$ cat src/rtl/dpq_pkg.sv
// Shared types, sizes, codes and address helpers for the distance priority queue.
// Used by dpq_scan, the top level and the testbench; depends on nothing.
package dpq_pkg;

	localparam int QUEUE_DEPTH   = 64;
	localparam int VISITED_DEPTH = 64;
	localparam int NODE_BITS     = 16;
	localparam int DIST_W        = 31;

	localparam int QAW = $clog2(QUEUE_DEPTH);
	localparam int VAW = $clog2(VISITED_DEPTH);
	localparam int QCW = $clog2(QUEUE_DEPTH + 1);
	localparam int VCW = $clog2(VISITED_DEPTH + 1);
	localparam int SCW = (QCW > VCW) ? QCW : VCW;

	localparam logic [DIST_W-1:0] DIST_ABSENT = {DIST_W{1'b1}};

	localparam logic [2:0] OP_ADD = 3'd0;
	localparam logic [2:0] OP_VIS = 3'd1;
	localparam logic [2:0] OP_REM = 3'd2;
	localparam logic [2:0] OP_UPD = 3'd3;

	localparam logic [1:0] STAT_OK       = 2'd0;
	localparam logic [1:0] STAT_QFULL    = 2'd1;
	localparam logic [1:0] STAT_VFULL    = 2'd2;
	localparam logic [1:0] STAT_NOTFOUND = 2'd3;

	typedef struct packed {
		logic [NODE_BITS-1:0] node;
		logic [DIST_W-1:0]    dval;
	} entry_t;

	localparam int ENTRY_W = $bits(entry_t);

	typedef struct packed {
		logic                 clear;
		logic                 f_vld;
		logic                 v_vld;
		logic                 first;
		logic [NODE_BITS-1:0] key;
	} scan_ctl_t;

	typedef struct packed {
		logic                 sorted;
		logic [NODE_BITS-1:0] lowest_node;
		logic [DIST_W-1:0]    head_dist;
		logic [DIST_W-1:0]    vhead_dist;
		logic                 queued;
		logic                 visited;
		logic [DIST_W-1:0]    node_dist;
	} scan_res_t;

	// Logical position to physical slot of the circular frontier store.
	function automatic logic [QAW-1:0] f_addr(input logic [QAW-1:0] head,
			input logic [QAW-1:0] idx);
		logic [QAW:0] sum;
		sum = {1'b0, head} + {1'b0, idx};
		if (sum >= (QAW+1)'(QUEUE_DEPTH))
			sum = sum - (QAW+1)'(QUEUE_DEPTH);
		return sum[QAW-1:0];
	endfunction

	function automatic logic [VAW-1:0] v_addr(input logic [VAW-1:0] head,
			input logic [VAW-1:0] idx);
		logic [VAW:0] sum;
		sum = {1'b0, head} + {1'b0, idx};
		if (sum >= (VAW+1)'(VISITED_DEPTH))
			sum = sum - (VAW+1)'(VISITED_DEPTH);
		return sum[VAW-1:0];
	endfunction

endpackage

$ cat src/rtl/dpq_scan.sv
// Result accumulator fed one frontier and one visited entry per beat of the walk.
// Depends on dpq_pkg.
module dpq_scan (
	input  logic              clk,
	input  dpq_pkg::scan_ctl_t ctl,
	input  dpq_pkg::entry_t    f_ent,
	input  dpq_pkg::entry_t    v_ent,
	output dpq_pkg::scan_res_t res
);
	import dpq_pkg::*;

	logic [DIST_W-1:0] prev_q;
	logic [DIST_W-1:0] min_q;
	scan_res_t         res_q;

	always_ff @(posedge clk) begin
		if (ctl.clear) begin
			res_q.sorted      <= 1'b1;
			res_q.lowest_node <= '0;
			res_q.head_dist   <= '0;
			res_q.vhead_dist  <= '0;
			res_q.queued      <= 1'b0;
			res_q.visited     <= 1'b0;
			res_q.node_dist   <= DIST_ABSENT;
		end else begin
			if (ctl.f_vld) begin
				prev_q <= f_ent.dval;
				if (ctl.first) begin
					res_q.head_dist   <= f_ent.dval;
					min_q             <= f_ent.dval;
					res_q.lowest_node <= f_ent.node;
				end else begin
					if (prev_q > f_ent.dval)
						res_q.sorted <= 1'b0;
					if (f_ent.dval < min_q) begin
						min_q             <= f_ent.dval;
						res_q.lowest_node <= f_ent.node;
					end
				end
				if (!res_q.queued && f_ent.node == ctl.key) begin
					res_q.queued    <= 1'b1;
					res_q.node_dist <= f_ent.dval;
				end
			end
			if (ctl.v_vld) begin
				if (ctl.first)
					res_q.vhead_dist <= v_ent.dval;
				if (v_ent.node == ctl.key)
					res_q.visited <= 1'b1;
			end
		end
	end

	assign res = res_q;
endmodule

$ cat config.mk
export PLATFORM = sky130hd
export DESIGN_NAME = dpq_scan
export DESIGN_NICKNAME = d
export VERILOG_FILES = /design/src/rtl/dpq_pkg.sv /design/src/rtl/dpq_scan.sv
export SDC_FILE = /design/constraint.sdc
export NUM_CORES = 1
export LEC_CHECK = 0
export BUFFER_PORTS_ARGS = -buffer_cell sky130_fd_sc_hd__buf_4
export CAP_MARGIN = 5
export CELL_PAD_IN_SITES_DETAIL_PLACEMENT = 0
export CELL_PAD_IN_SITES_GLOBAL_PLACEMENT = 1
export CORE_AREA = 2 2 165 167
export CTS_CLUSTER_SIZE = 16
export DETAILED_ROUTE_END_ITERATION = 8
export DIE_AREA = 0 0 167 169
export HOLD_SLACK_MARGIN = 0.15
export PLACE_DENSITY_LB_ADDON = 0.25
export SLEW_MARGIN = 20
export SYNTH_ARGS = -nofsm -noshare
export SYNTH_HDL_FRONTEND = slang
export SYNTH_SLANG_ARGS = --single-unit
$ cat constraint.sdc
create_clock -name clk -period 3.9 [get_ports clk]
set_clock_uncertainty 0.05 [all_clocks]
set_input_delay 0.585 -clock clk [delete_from_list [all_inputs] [get_ports clk]]
set_output_delay 0.585 -clock clk [all_outputs]
set_load 0.01 [all_outputs]
Word level (Yosys, flattened, before mapping)
Index checks and enable logic that the tools add are counted.

Bitwise logic cells: 2. Equal/unequal tests: 2. Muxes and demuxes: 4. Magnitude comparators: 2. Reductions and logical operators: 11.

Operators with widths (count): $mux 31 (2); $eq 16x16->1 (2); $mux 16 (2); $gt 31x31->1 (1); $lt 31x31->1 (1); $reduce_and 2->1 (6); $reduce_and 3->1 (2); $not 1->1 (2); $reduce_bool 2->1 (1); $logic_and 1x1->1 (1); $logic_not 1->1 (1).

Output and inout port bits: 112. Bits in registers: 174.

Depth between registers and ports, before layout
Depth in word-level cells: 3. Gate-level depth with buffers: 9. Depth with buffers taken out: 8.

Least setup slack after synthesis
OpenSTA, ideal clock, no wires.

Path type: input-to-reg. From: in f_ent[25] (netlist bit). To: reg min_q[0], enable pin. Setup slack: 17 ps. Stages on the path: 7. Arrival: 3411 ps. Data required time: 3428 ps. Path through: ha_1 > a21oi_1 > nand2_1 > a221oi_1 > o211ai_1 > a22oi_2 > nor2b_1.

Word-level cells in the longest chain between the ends: 3.

RTL lines: start, declared (line dpq_scan.sv:6) `input dpq_pkg::entry_t f_ent,`; $lt 31x31->1 (line dpq_scan.sv:35) `if (f_ent.dval < min_q) begin`; $reduce_bool 2->1 (no source line); $reduce_and 3->1 (no source line); end signal, assigned (line dpq_scan.sv:30) `min_q <= f_ent.dval;`; end signal, assigned (line dpq_scan.sv:36) `min_q <= f_ent.dval;`; end, declared (line dpq_scan.sv:13) `logic [DIST_W-1:0] min_q;`.

No other way between the ends. A chain may end at the register's enable or synchronous reset.

Final worst setup path
From: reg min_q[2]. To: reg min_q[8], enable pin.

Word-level cells in the longest chain between the ends: 3.

RTL lines (line): $lt 31x31->1 (dpq_scan.sv:35); $reduce_bool 2->1 (no source line); $reduce_and 3->1 (no source line).

No other way between the ends.

==> run summary <==
The starting utilization of the core area came out at 29.5%. Of the available clock period, the critical path in the final layout requires 67.3%. The worst register-to-register path ends at min_q[8]$_DFFE_PP_. The wire length of the first global-routing pass was 32900 um. Sorting the synthesized cells by area gives the leading types as dfxtp_1, edfxtp_1, ha_1.

The number of global-route vias before repair was 5960; the residual antenna-violating net count after detailed routing was 0. The run finished with clean final reports. The share of the core filled with cells in the final layout was 39.5%; the clock-pin slew of the registers on the worst-case setup and hold paths was 70 ps. After filler insertion, the fill cell instance count of the layout stands at 2701. The clock period could shrink to 2630 ps. Across the run, the number of max-cap violations was 0. STA puts the critical path data required time at 4010 ps. For hold timing, the worst endpoint is prev_q[20]$_DFFE_PP_. Headroom to the max-slew limit came out at 50.1%. For this run the aggregate overflow at the end of global routing stands at 0. Synthesis instantiated 34 different standard cells from the library.

After synthesis, flip-flops and latches occupy 52.4% of the total area. The category of the critical setup timing path is reg -> reg. IR analysis of the VDD net gives a maximum drop of 0.000266 V.

The biggest area contributor in the post-synthesis netlist is dfxtp_1. The number of antenna violations at the first check in global routing was 0; the logic depth of the worst register-to-register path was 9. Pin slew with the least headroom to its limit: 748 ps. The number of hold violations in the final report is 0, and the instance count after placement with tap cells included is 1325. The startpoint identified for the worst hold timing path is f_ent[20]. After detailed placement, the total cell area comes to 9860 sq um. The design area is 10500 sq um, and the fraction of layout cells with a size suffix above 1 is 26.8%.

The buffers inserted during post-CTS setup optimization came out at 0. For the accumulated negative setup slack, the log shows 0 ps. TritonCTS built the clock tree. Synthesis produced a netlist with a net count of 960.

The first detailed-routing pass took 4 iterations. The via count came out at 6030. Static timing analysis puts the maximum clock frequency at 381 MHz. The tools report the number of max-slew violations in the final report as 0. The critical path startpoint category was a flop. Once layout is complete, the cells apart from fillers number 1357. The setup slack on the worst flop-to-flop path is 1270 ps, and the number of port buffers is 226.

The area share of the largest cell type after synthesis was 28.6%; the overall die area was 28200 sq um. In the routed design, unresolved DRC markers number 0. Entering global routing, the biggest net connects 73 pins. The worst hold path belongs to the class in -> reg.

Post-layout net count: 1179. The detailed placer's ending HPWL came out at 15000 um. Dividing total power by cell area gives a power density of 410 nW/um^2.

CTS placed an instance of clkbuf_16 at the clock tree root. The most common cell in the synthesized netlist is nand2_1. The run gives 0 as the number of warnings issued by yosys. The total of cells resized after clock tree synthesis is 0, and the share of flip-flops with an asynchronous set or reset after synthesis is 0%.

The largest fanout on the critical path works out to 16. From left edge to right edge, the die measures 167 um. The number of H-tree levels came out at 4. In this run the vertical extent of the chip is 169 um.

After synthesis, the mean cell area works out to 9.99 sq um. Via density per instance: 4.44. In this run the critical register-to-register path is launched from min_q[2]$_DFFE_PP_. Total routed wirelength: 20900 um. The tree built by TritonCTS fans out to 174 sinks. The area growth from synthesis to layout is 33.7%. For the insertion delay to the later sink of the worst-skew pair, the log shows 420 ps. In this run, CTS created clock tree buffers numbering 17.

The number of buffers on the longest clock path is 2. Routed length per placed instance: 15.4 um. The count of final setup violators came out at 0.

The worst setup path is captured at a flop. For this design the top-level I/O count stands at 227. The number of buffers inserted for hold repair after clock tree synthesis was 0. The instance count along the most critical hold path was 1; the gate count of the mapped netlist was 784. The synthesized design contains 62 enable-type register cells. Across every metal layer, demand over resource in global routing totals 14.9%.

The final antenna diode count was 0; the arrival time at the worst endpoint was 2740 ps. The first routing iteration left 245 violations. For this design the static power due to leakage is 0.00450 uW.

Setup repair after global routing left no endpoint under its margin. In this run the core area contains 60 standard-cell rows. The dominant register cell in the synthesized netlist was dfxtp_1.

The area inside the core boundary was 26500 sq um; the weighted congestion at the end of routability-driven global placement was 0.728. The synthesized cell area came out at 7830 sq um. Ranked by instance count, the synthesized netlist is headed by nand2_1, dfxtp_1, a21oi_1. Counting flops and latches in the post-synthesis netlist gives 174.
-- power breakdown --
part / switching (uW) / internal (uW) / total [uW]
Combinational: 288 / 258 / 546
Clock: 775 / 974 / 1750
Sequential: 32.5 / 1970 / 2000
-- cells in the final DEF, fill, tap and decap left out, types with 3 or more instances in the layout --
cell,Yosys,final
a211o_1,31,31
a21o_1,5,5
a21oi_1,89,89
buf_4,6,235
clkbuf_16,0,19
clkinv_4,0,5
dfxtp_1,112,112
edfxtp_1,62,62
ha_1,61,61
inv_1,63,63
mux2i_1,16,16
nand2_1,146,145
nand2b_1,33,33
nand3_1,8,8
nand4_1,14,14
nor2_1,10,10
nor2b_1,37,35
nor4_1,3,3
o21ai_0,11,11
xnor2_1,28,28
xor2_1,4,4
-- area by class of cell --
| class | count | area, sq um | share of cell area (%) |
|---|---|---|---|
| clock buffer | 20 | 479 | 4.58 |
| clock inverter | 12 | 124 | 1.18 |
| inverter | 63 | 236 | 2.26 |
| multi-input combinational | 512 | 3340 | 31.9 |
| sequential | 174 | 4100 | 39.2 |
| tap | 341 | 427 | 4.08 |
| timing repair buffer | 235 | 1760 | 16.8 |
-- through the flow --
| stage | hold slack (ps) | setup slack, ps | power, uW |
|---|---|---|---|
| after floorplan | 431 | 17.1 | 2310 |
| after global placement | 392 | 793 | 2600 |
| after detailed placement | 397 | 812 | 2600 |
| after CTS | 323 | 1180 | 4370 |
| after global routing | 319 | 1030 | 4500 |
| final | 340 | 1270 | 4290 |
-- worst max path at each step --
stage                       startpoint                  end
detailed placement            f_ent[2]   min_q[7]$_DFFE_PP_
global placement              f_ent[2]   min_q[0]$_DFFE_PP_
floorplan                    f_ent[25]   min_q[0]$_DFFE_PP_
finish              min_q[2]$_DFFE_PP_   min_q[8]$_DFFE_PP_
CTS                 min_q[2]$_DFFE_PP_   min_q[6]$_DFFE_PP_
global route        min_q[2]$_DFFE_PP_  min_q[20]$_DFFE_PP_
-- kinds of logic (layout without fill, tap and decap cells) --
family	Yosys count	count (layout)	synth area share, %
AOI/OAI and AO/OA	145	145	11.3
xor gates and xnor gates	32	32	3.58
adders and majority gates	61	61	9.75
buffers and inverters	98	330	5.08
DFF	174	174	52.4
muxes	16	16	2.05
and+or+nand+nor	258	258	15.8
-- metal layers --
| metal | wire length (um) | global-route usage (%) | share of wire, % | vias up |
|---|---|---|---|---|
| met5 | 0 | 0 | 0 | - |
| met4 | 138 | 3.67 | 0.66 | 0 |
| met3 | 1800 | 5.68 | 8.6 | 8 |
| met2 | 9540 | 24.0 | 46 | 182 |
| met1 | 9450 | 18.8 | 45 | 2741 |
| li1 | - | - | - | 3099 |
-- worst max-delay path, cell delays in order, from the launching register on --
cell and delay (ps):
edfxtp_1 330, inv_1 50, ha_1 280, nand2_1 40, o21ai_0 230, a21oi_1 160
o41ai_1 650, a22oi_2 130, nor2b_2 200, buf_4 240
-- state kept, by name (all words and copies together) (netlist names) --
name	cells
res	112
min_q	31
prev_q	31
Note: power is estimated with default switching activity, not from simulation.
