### config.mk
export PLATFORM = sky130hd
export DESIGN_NAME = dpq_ram
export DESIGN_NICKNAME = d
export VERILOG_FILES = /design/src/rtl/dpq_ram.sv
export SDC_FILE = /design/constraint.sdc
export NUM_CORES = 1
export LEC_CHECK = 0
export BUFFER_PORTS_ARGS = -buffer_cell sky130_fd_sc_hd__buf_2
export CAP_MARGIN = 20
export CORE_ASPECT_RATIO = 0.5
export CORE_MARGIN = 3
export CORE_UTILIZATION = 50
export CTS_CLUSTER_DIAMETER = 50
export DETAILED_ROUTE_END_ITERATION = 7
export GPL_TIMING_DRIVEN = 0
export HOLD_SLACK_MARGIN = 0.15
export PLACE_DENSITY_LB_ADDON = 0.08
export REMOVE_ABC_BUFFERS = 1
export SYNTH_ARGS = -nofsm -noshare
export SYNTH_HDL_FRONTEND = slang
export SYNTH_SLANG_ARGS = --single-unit
### constraint.sdc
create_clock -name clk -period 6.4 [get_ports clk]
set_clock_uncertainty 0.2 [all_clocks]
set_input_delay 0.64 -clock clk [delete_from_list [all_inputs] [get_ports clk]]
set_output_delay 0.64 -clock clk [all_outputs]
set_load 0.02 [all_outputs]
### src/rtl/dpq_ram.sv
// Simple dual-port synchronous RAM, one write and one registered read port.
// Generic; used for the frontier and visited stores.
module dpq_ram #(
	parameter int WIDTH = 8,
	parameter int DEPTH = 64
) (
	input  logic                     clk,
	input  logic                     we,
	input  logic [$clog2(DEPTH)-1:0] waddr,
	input  logic [WIDTH-1:0]         wdata,
	input  logic [$clog2(DEPTH)-1:0] raddr,
	output logic [WIDTH-1:0]         rdata
);
	logic [WIDTH-1:0] mem [DEPTH];

	always_ff @(posedge clk) begin
		if (we)
			mem[waddr] <= wdata;
	end

	always_ff @(posedge clk) begin
		rdata <= mem[raddr];
	end
endmodule

# Word-level counts from Yosys, hierarchy flattened
# Memories as Yosys holds them, arrays and structs flattened. A register that Yosys moved wholly into a read port is not among the register bits.
# Cells that the tools add are included.
[word_totals]
register_bits = 0
mem_bits_rw = 512
input_bits = 22
output_inout_bits = 8
elab_cells = 3
n_memories = 1
[mem_list]
columns = ["name", "depth", "width", "read_ports", "rd_ports_with_merged_regs", "wr", "line", "text"]
rows = [
  ["mem", 64, 8, 1, 1, 1, "14", "logic [WIDTH-1:0] mem [DEPTH];"],
]
[classes]
muxes = 2
[ops]
columns = ["cell", "n"]
rows = [
  ["two-way mux 1 bit", 2],
]

# Logic depth before layout (Yosys ltp)
# Gate-level depths: netlist of run 1.
[logic_depth]
ltp_word = 2
depth_mapped = 9
mapped_depth_nobuf = 5

# Worst setup path before layout of run 1
# OpenSTA, ideal clock, no wires.
[synth_path]
path_kind = "input to register"
start = "input raddr[1]"
end = "register rdata[3] (read register of mem)"
setup_ns = 0.128
t_arrival_ns = 2.180
t_required_ns = 6.072
path_slack_ns = 3.892
path_stages = 7
n_path_buf = 3
path_cell_list = "buf_4 buf_2 buf_2 mux4_2 mux4_2 o21ai_1 o41ai_1"
[synth_rtl]
columns = ["item", "line", "text"]
rows = [
  ["start, declared", "11", "input logic [$clog2(DEPTH)-1:0] raddr,"],
  ["end, declared", "12", "output logic [WIDTH-1:0] rdata"],
]

==> run metrics, run 1 <==
critical path class in -> reg; status complete, no violations; vias in the first global route ~9.5k; Post-synth top cells 512 x edfxtp_1, 126 x mux4_2, 83 x nor2_1, 23 x mux2i_1, 19 x nand2_1; top-count cell post-synth edfxtp_1; Die Area around 43000 um^2; clk sinks 520; layout cell share with drive strength beyond 1 roughly 25%; Comb pwr share about 5.3%; Int Pwr approximately 0.0055 W; Hold WC Path Type in -> reg; crit end category register; # DRC 0; final WL 44200 um; dpl hpwl approximately 26000 um; net switching power between 0.001 and 0.0015 W; period utilisation layout 50.4%; Slew @ Worst Pin around 1000 ps; initial antenna violation count 0; # port buffers 29; worst-case clock buffer depth 3; required time worst endpoint 6580 ps; Leakage a little under 7 nW; CTS Buf Count 46; slew margin rel. about a third; final slew viol count 0; Die Wd between 200 and 300 um; Final #Nets about 1k; Post CTS Setup Buffer Count 0; core area 39300 um^2; fin crit period 3220 ps; global placement routability congestion between 0.7 and 0.8; Yosys top cell area share between 70% and 80%; library cells used by synthesis 40; first-pass GRT wire length roughly 66000 um; CTS H-tree lvls 2; largest net degree at the start of global routing 76; Final setup viols 0; Clock Power Share roughly 40%; chip height 148 um; post-synthesis sequential area ratio 77.0%; cts hold-fix bufs 0; synthesized area per cell ~21 um^2; Synth async-reset ratio 0%; initial DRC count ~1.1k; warning count from the yosys run 0; Mapped Area 20200 um^2; GRT Total Usage approximately a fifth; count of state elements after synthesis 520; row count 51; routed vias/inst slightly above 6; GRT overflow 0; Synth area leaders edfxtp_1 76%, mux4_2 14%, nor2_1 1.5%, mux2i_1 1.1%, dfxtp_1 0.79%; setup TNS 0 ps; Final ANT Viol Nets 0; Mapped Cells 940; Via Count between 9k and 10k; Yosys top cell by area edfxtp_1; clk_lat worst skew approximately 560 ps; TritonCTS clock tree built; Resized Gates After CTS 0; Max Cap Viol 0; CP Max Fanout around 60; Root Driver clkbuf_16; area grow syn2layout 11.5%; # IOs 30; total chip power around 0.0069 W; # diodes 0; count of flip-flops with a built-in enable after synthesis 512; WHS just under 300 ps; Sequential Power Share between 50% and 60%; RSZ-0062 raised after global routing false; Peak VDD IR slightly below 200 uV; pwr dens 307 nW/um^2; critical path startpoint category primary input; ys flop type edfxtp_1; drt first pass iters 5; DR WL/cell between 20 and 30 um; FMAX 0.310 GHz; switching share of power about a fifth; Clock transition at path regs roughly 60 ps; Worst Path Arrival around 3400 ps; Initial Util 51.3%; Final Hold Vio Count 0
[layer usage]
layer	wire length (um)	global-route usage, %	up-vias
met1	20500	32.5	5114
met5	0	0	-
li1	-	-	4017
met2	20600	32.4	273
met3	2480	3.77	50
met4	609	3.67	0
[sequential cells by signal (all words and copies together), names as in the netlist]
name / cells
mem: 512
rdata: 8
[path summary, 6_finish.rpt]
check	from	end	slack [ps]	cells past startpoint
worst max-delay path	raddr[0]	rdata[3]$_DFF_P_	3180	7
worst min-delay path	wdata[1]	mem[53][1]$_DFFE_PP_	300	1
worst max register to register	mem[29][6]$_DFFE_PP_	rdata[6]$_DFF_P_	3870	5
worst min register to register	mem[22][1]$_DFFE_PP_	rdata[1]$_DFF_P_	730	4
[final cells by class]
| cell class | instances | area, um^2 |
|---|---|---|
| Timing Repair Buffer | 44 | 469 |
| Clock buffer | 61 | 1340 |
| Tap cell | 530 | 663 |
| Sequential cell | 520 | 15500 |
| Clock inverter | 22 | 155 |
| Multi-Input combinational cell | 369 | 4320 |
| Fill cell | 2955 | 16800 |
[critical path: stages]
cell and delay [ps]:
buf_8 240, buf_16 350, buf_16 370, mux4_2 550, nor2b_1 170, a2111oi_0 750, o41ai_1 260
[per-stage QoR]
stage               area, um^2  setup WS (ps)  std cells  util (%)
floorplan                19900           4200        889         -
global placement         20700           -469       1448      52.6
detailed placement       20800           2430       1456      53.0
CTS                      22300           3010       1539      56.8
global route             22500           2970       1546      57.2
finish                   22500           3180       1546      57.2
[logic make-up (layout without fill, tap and decap cells)]
kind of cell | Yosys count | count (layout) | share of synthesized area (%)
AO/OA/AOI/OAI | 54 | 54 | 2.07
AND/OR/NAND/NOR | 153 | 153 | 3.39
multiplexers | 162 | 162 | 15.9
flip-flops | 520 | 520 | 77.0
buffers and inverters | 51 | 127 | 1.57
[power groups by stage]
stage / registers, W / logic [W] / clock network, W
after CTS: 0.00378 / 0.000360 / 0.00280
final: 0.00377 / 0.000365 / 0.00275
after global placement: 0.00385 / 0.000361 / 0
after floorplan: 0.00386 / 0.000146 / 0
after detailed placement: 0.00385 / 0.000359 / 0
after global routing: 0.00377 / 0.000391 / 0.00295
[placed cells by master, fill, tap and decap left out, types with 8 or more instances in the layout]
cell and instances:
buf_2 26, nand3_1 13, nor2b_1 14, clkbuf_16 50, mux2_2 13, dfxtp_1 8, edfxtp_1 512, mux4_2 126
mux2i_1 23, buf_12 9, nand2_1 19, nor2_1 83, o22ai_1 8, clkinv_1 10, o221ai_1 8
Power figures use the tool's default switching activity.
==> inputs of run 2 (changes only) <==
==> constraint.sdc (replaced) <==
create_clock -name clk -period 3.3 [get_ports clk]
set_clock_uncertainty 0.2 [all_clocks]
set_input_delay 0.33 -clock clk [delete_from_list [all_inputs] [get_ports clk]]
set_output_delay 0.33 -clock clk [all_outputs]
set_load 0.02 [all_outputs]
==> run metrics, run 2 (synthesized netlist as in run 1, its figures left out) <==
GRT Total Usage 21.1% (about the same); Peak VDD IR 378 uV (was 196 uV); # IOs 30 (unchanged); area post-placement 20800 um^2 (unchanged); layout cell share with drive strength beyond 1 24.5% (was 24.8%); WHS 170 ps (was 296 ps); Core Util, Final 57.5% (was 57.2%); initial DRC count 1088 (was 1055); final WL 44400 um (was 44200 um); routed vias/inst 6.08 (was 6.12); Initial Util 51.3% (unchanged); drt first pass iters 5 (unchanged); CTS Buf Count 46 (unchanged); biggest regs mem (512), rdata (8) (unchanged); Via Count 9467 (was 9454); Max Cap Viol 0 (unchanged); Clock transition at path regs 60 ps (about the same); Worst Path Arrival 3130 ps (was 3410 ps); FMAX about 0.34 GHz; Final Instance Area 22600 um^2 (was 22500 um^2); largest net degree at the start of global routing 76 (unchanged); max FFs per register 512 (unchanged); # diodes 0 (unchanged); area grow syn2layout 12.0% (was 11.5%); Die Wd 290 um (unchanged); Final Hold Vio Count 0 (unchanged); dpl hpwl 26100 um (unchanged); clk_lat worst skew 560 ps (about the same); RSZ-0062 raised after global routing false (unchanged); Die Area 42900 um^2 (unchanged); Final ANT Viol Nets 0 (unchanged); # placed instances 1456 (unchanged); chip height 148 um (unchanged); Hold WC Path Type in -> reg (unchanged); Root Driver clkbuf_16 (unchanged); critical path class in -> reg (unchanged); Biggest register mem (unchanged); final slew viol count 0 (unchanged); Slew @ Worst Pin 1010 ps (was 993 ps); GRT overflow 0 (unchanged); pwr dens 593 nW/um^2 (was 307 nW/um^2); row count 51 (unchanged); critical path startpoint category primary input (unchanged); most frequent cells in the layout 512 x edfxtp_1, 126 x mux4_2, 83 x nor2_1 (unchanged); status complete, no violations (unchanged); # port buffers 29 (unchanged); setup TNS 0 ps (unchanged); Resized Gates After CTS 0 (unchanged); initial antenna violation count 0 (unchanged); crit end category register (unchanged); fin cells 1557 (was 1546); Final setup viols 0 (unchanged); DR WL/cell 28.5 um (was 28.6 um); period utilisation layout between 80% and 90%; TritonCTS clock tree built (unchanged); Post CTS Setup Buffer Count 0 (unchanged); Final #Nets 1014 (was 1003); worst-case clock buffer depth 3 (unchanged); commonest non-fill, non-tap cell in the layout edfxtp_1 (unchanged); Leakage 7.01 nW (was 6.96 nW); # DRC 0 (unchanged); core area 39300 um^2 (unchanged); slew margin rel. 32.3% (was 33.6%); required time worst endpoint 3480 ps (was 6580 ps); CTS H-tree lvls 2 (unchanged); CP Max Fanout 61 (unchanged); fin crit period between 2000 and 3000 ps; clk sinks 520 (unchanged); global placement routability congestion 0.768 (unchanged); first-pass GRT wire length 66300 um (was 66200 um); vias in the first global route 9514 (was 9483)
-- run 2: cell count changes in the layout (fill, tap and decap cells not counted) --
cell	change
dlygate4sd3_1	+11
-- run 2: critical path, stage by stage --
cell       delay, ps
buf_8            250
buf_16           360
buf_16           360
mux4_2           550
nor2b_1          170
a2111oi_0        770
o41ai_1          270
-- run 2: through the flow --
step	power, W	setup slack [ps]
5_1_grt	0.0138	176
2_1_floorplan	0.00776	1410
4_1_cts	0.0135	217
3_5_place_dp	0.00816	-363
6_report	0.0134	350
3_3_place_gp	0.00816	-3260
-- run 2: what timing repair did --
| action | CTS | global route |
|---|---|---|
| endpoints found under the setup margin | 0 | 0 |
| hold buffers | 5 | 6 |
| hold endpoints to repair | 37 | 104 |
-- run 2: final timing paths --
check | start | end | slack [ps] | cells past startpoint
max | raddr[0] | rdata[3]$_DFF_P_ | 350 | 7
min | wdata[0] | mem[36][0]$_DFFE_PP_ | 170 | 1
max reg2reg | mem[28][6]$_DFFE_PP_ | rdata[6]$_DFF_P_ | 780 | 5
min reg2reg | mem[22][1]$_DFFE_PP_ | rdata[1]$_DFF_P_ | 720 | 4
-- run 2: layout make-up --
type,count,area (um^2)
clock buffer,61,1340
clock inverter,22,155
fill,2948,16700
multi-input combinational,369,4320
sequential,520,15500
tap,530,663
timing repair buffer,55,579
-- run 2: report_power, final --
part | switching (W) | internal (W)
registers | 0.0000125 | 0.00730
clock network | 0.00234 | 0.00301
logic | 0.000443 | 0.000276
total | 0.00280 | 0.0106
-- run 2: per-layer routing --
metal | up-vias | track usage (%) | routed length, um
met5 | - | 0 | 0
met4 | 0 | 3.67 | 579
met3 | 49 | 3.77 | 2340
met2 | 267 | 32.4 | 20700
met1 | 5120 | 32.5 | 20700
li1 | 4031 | - | -
==> inputs of run 3 (changes only) <==
--- a/config.mk
+++ b/config.mk
@@ -5,8 +5,10 @@
 export SDC_FILE = /design/constraint.sdc
 export NUM_CORES = 1
 export LEC_CHECK = 0
-export BUFFER_PORTS_ARGS = -buffer_cell sky130_fd_sc_hd__buf_2
+export BUFFER_PORTS_ARGS = -buffer_cell sky130_fd_sc_hd__buf_4
 export CAP_MARGIN = 20
+export CELL_PAD_IN_SITES_DETAIL_PLACEMENT = 0
+export CELL_PAD_IN_SITES_GLOBAL_PLACEMENT = 1
 export CORE_ASPECT_RATIO = 0.5
 export CORE_MARGIN = 3
 export CORE_UTILIZATION = 50
==> constraint.sdc (replaced) <==
create_clock -name clk -period 2.5 [get_ports clk]
set_clock_uncertainty 0.2 [all_clocks]
set_input_delay 0.25 -clock clk [delete_from_list [all_inputs] [get_ports clk]]
set_output_delay 0.25 -clock clk [all_outputs]
set_load 0.02 [all_outputs]
==> run metrics, run 3 (synthesized netlist as in run 1, its figures left out) <==
drt first pass iters 5 (unchanged); Final setup viols 0 (unchanged); crit end category register (unchanged); Final Hold Vio Count 0 (unchanged); # port buffers 29 (unchanged); CTS Buf Count 45 (was 46); Hold WC Path Type in -> reg (unchanged); required time worst endpoint 2720 ps (was 3480 ps); Via Count 9431 (was 9467); Final ANT Viol Nets 0 (unchanged); largest net degree at the start of global routing 66 (was 76); most frequent cells in the layout 512 x edfxtp_1, 126 x mux4_2, 83 x nor2_1 (unchanged); Clock transition at path regs 60 ps (about the same); # DRC 0 (unchanged); CTS H-tree lvls 2 (unchanged); fillcell total 2955 (was 2948); routed vias/inst 6.09 (was 6.08); area grow syn2layout 11.4% (was 12.0%); initial DRC count 1113 (was 1088); row count 51 (unchanged); core area 39300 um^2 (unchanged); fin crit period between 2000 and 2500 ps; critical path class in -> reg (unchanged); dpl ws -1070 ps (was -363 ps); slew margin rel. 30.4% (was 32.3%); Initial Util 51.3% (unchanged); Root Driver clkbuf_16 (unchanged); Slew @ Worst Pin 1040 ps (was 1010 ps); DR WL/cell 29.0 um (was 28.5 um); Worst Path Arrival 2600 ps (was 3130 ps); worst setup margin 117 ps (was 350 ps); Die Wd 290 um (unchanged); dpl hpwl 25400 um (was 26100 um); commonest non-fill, non-tap cell in the layout edfxtp_1 (unchanged); Max Cap Viol 0 (unchanged); RSZ-0062 raised after global routing false (unchanged); first-pass GRT wire length 65500 um (was 66300 um); final slew viol count 0 (unchanged); met1 usage 31.6% (was 32.5%); WHS 210 ps (was 170 ps); final WL 44900 um (was 44400 um); max FFs per register 512 (unchanged); initial antenna violation count 1 (was 0); pwr dens 778 nW/um^2 (was 593 nW/um^2); critical path startpoint category primary input (unchanged); Leakage 6.94 nW (was 7.01 nW); layout cell share with drive strength beyond 1 23.8% (was 24.5%); Biggest register mem (unchanged); register area 15500 um^2 (unchanged); biggest regs mem (512), rdata (8) (unchanged); met2 Use GR 33.1% (was 32.4%); GRT Total Usage 21.2% (was 21.1%); FMAX around 0.42 GHz; clk_lat worst skew 560 ps (about the same); status complete, no violations (unchanged); vias in the first global route 9715 (was 9514); Die Area 42900 um^2 (unchanged); worst-case clock buffer depth 3 (unchanged); global placement routability congestion 0.724 (was 0.768); Peak VDD IR 482 uV (was 378 uV); chip height 148 um (unchanged); GRT overflow 0 (unchanged); busiest grt layer met2 (was met1); # diodes 0 (unchanged); CP Max Fanout 55 (was 61); TritonCTS clock tree built (unchanged); period utilisation layout between 90 and 100%; clk sinks 520 (unchanged); met3 usage 4.47% (was 3.77%); Final #Nets 1008 (was 1014); Post CTS Setup Buffer Count 0 (unchanged); # IOs 30 (unchanged); footprint of the multi-input gates 4330 um^2 (was 4320 um^2)
[run 3: cell types whose count changed in the layout (fill, tap and decap cells not counted), moves of 3 or more]
cell           change
buf_12             -9
clkbuf_16          -4
dlygate4sd3_1      +3
buf_2             -24
buf_4             +24
[run 3: worst max-delay path, cell delays in order]
cell      delay, ps
buf_6           370
buf_16          330
nand3_1         610
o221ai_1        410
a21oi_1         120
o21ai_1         240
o41ai_1         170
[run 3: final timing paths]
path                                          to  slack (ps)                 start  depth (start not counted)
worst max-delay path            rdata[3]$_DFF_P_         120              raddr[1]                          7
worst min-delay path            rdata[1]$_DFF_P_         210              raddr[4]                          3
worst max register to register  rdata[6]$_DFF_P_         180  mem[21][6]$_DFFE_PP_                          5
worst min register to register  rdata[6]$_DFF_P_         590  mem[30][6]$_DFFE_PP_                          3
[run 3: where the power goes]
| group | switching (W) | internal, W | total, W |
|---|---|---|---|
| sequential | 0.0000156 | 0.00964 | 0.00966 |
| combinational | 0.000586 | 0.000365 | 0.000950 |
| clock | 0.00306 | 0.00381 | 0.00688 |
| total | 0.00366 | 0.0138 | 0.0175 |
[run 3: through the flow]
step	cells	setup TNS [ps]	utilization (%)	instance area, um^2	total power (W)
after detailed placement	1453	-23440	53.0	20800	0.0108
final	1549	0	57.2	22500	0.0175
after floorplan	889	0	-	19900	0.0102
after global placement	1448	-29020	52.7	20700	0.0108
after global routing	1549	0	57.2	22500	0.0180
after CTS	1548	0	57.1	22400	0.0176
[run 3: area by class of cell]
| class | count | area share [%] |
|---|---|---|
| sequential | 520 | 69.1 |
| clock inverter | 24 | 0.980 |
| clock buffer | 56 | 5.33 |
| timing repair buffer | 50 | 2.37 |
| tap | 530 | 2.95 |
| multi-input combinational | 369 | 19.2 |
[run 3: timing repair]
| action | 4_1_cts | 5_1_grt |
|---|---|---|
| endpoints found under the setup margin | 8 | 3 |
| endpoints found under the hold margin | 574 | 0 |
| gates cloned | 1 | 1 |
| resized for setup | 3 | 1 |
| hold buffers | 14 | 0 |
[run 3: metal layers]
layer	up-vias	share of wire [%]	routed length, um
met3	57	7.8	3490
li1	4026	-	-
met1	5021	44	19700
met2	327	47	20900
met5	-	0	0
met4	0	1.7	761
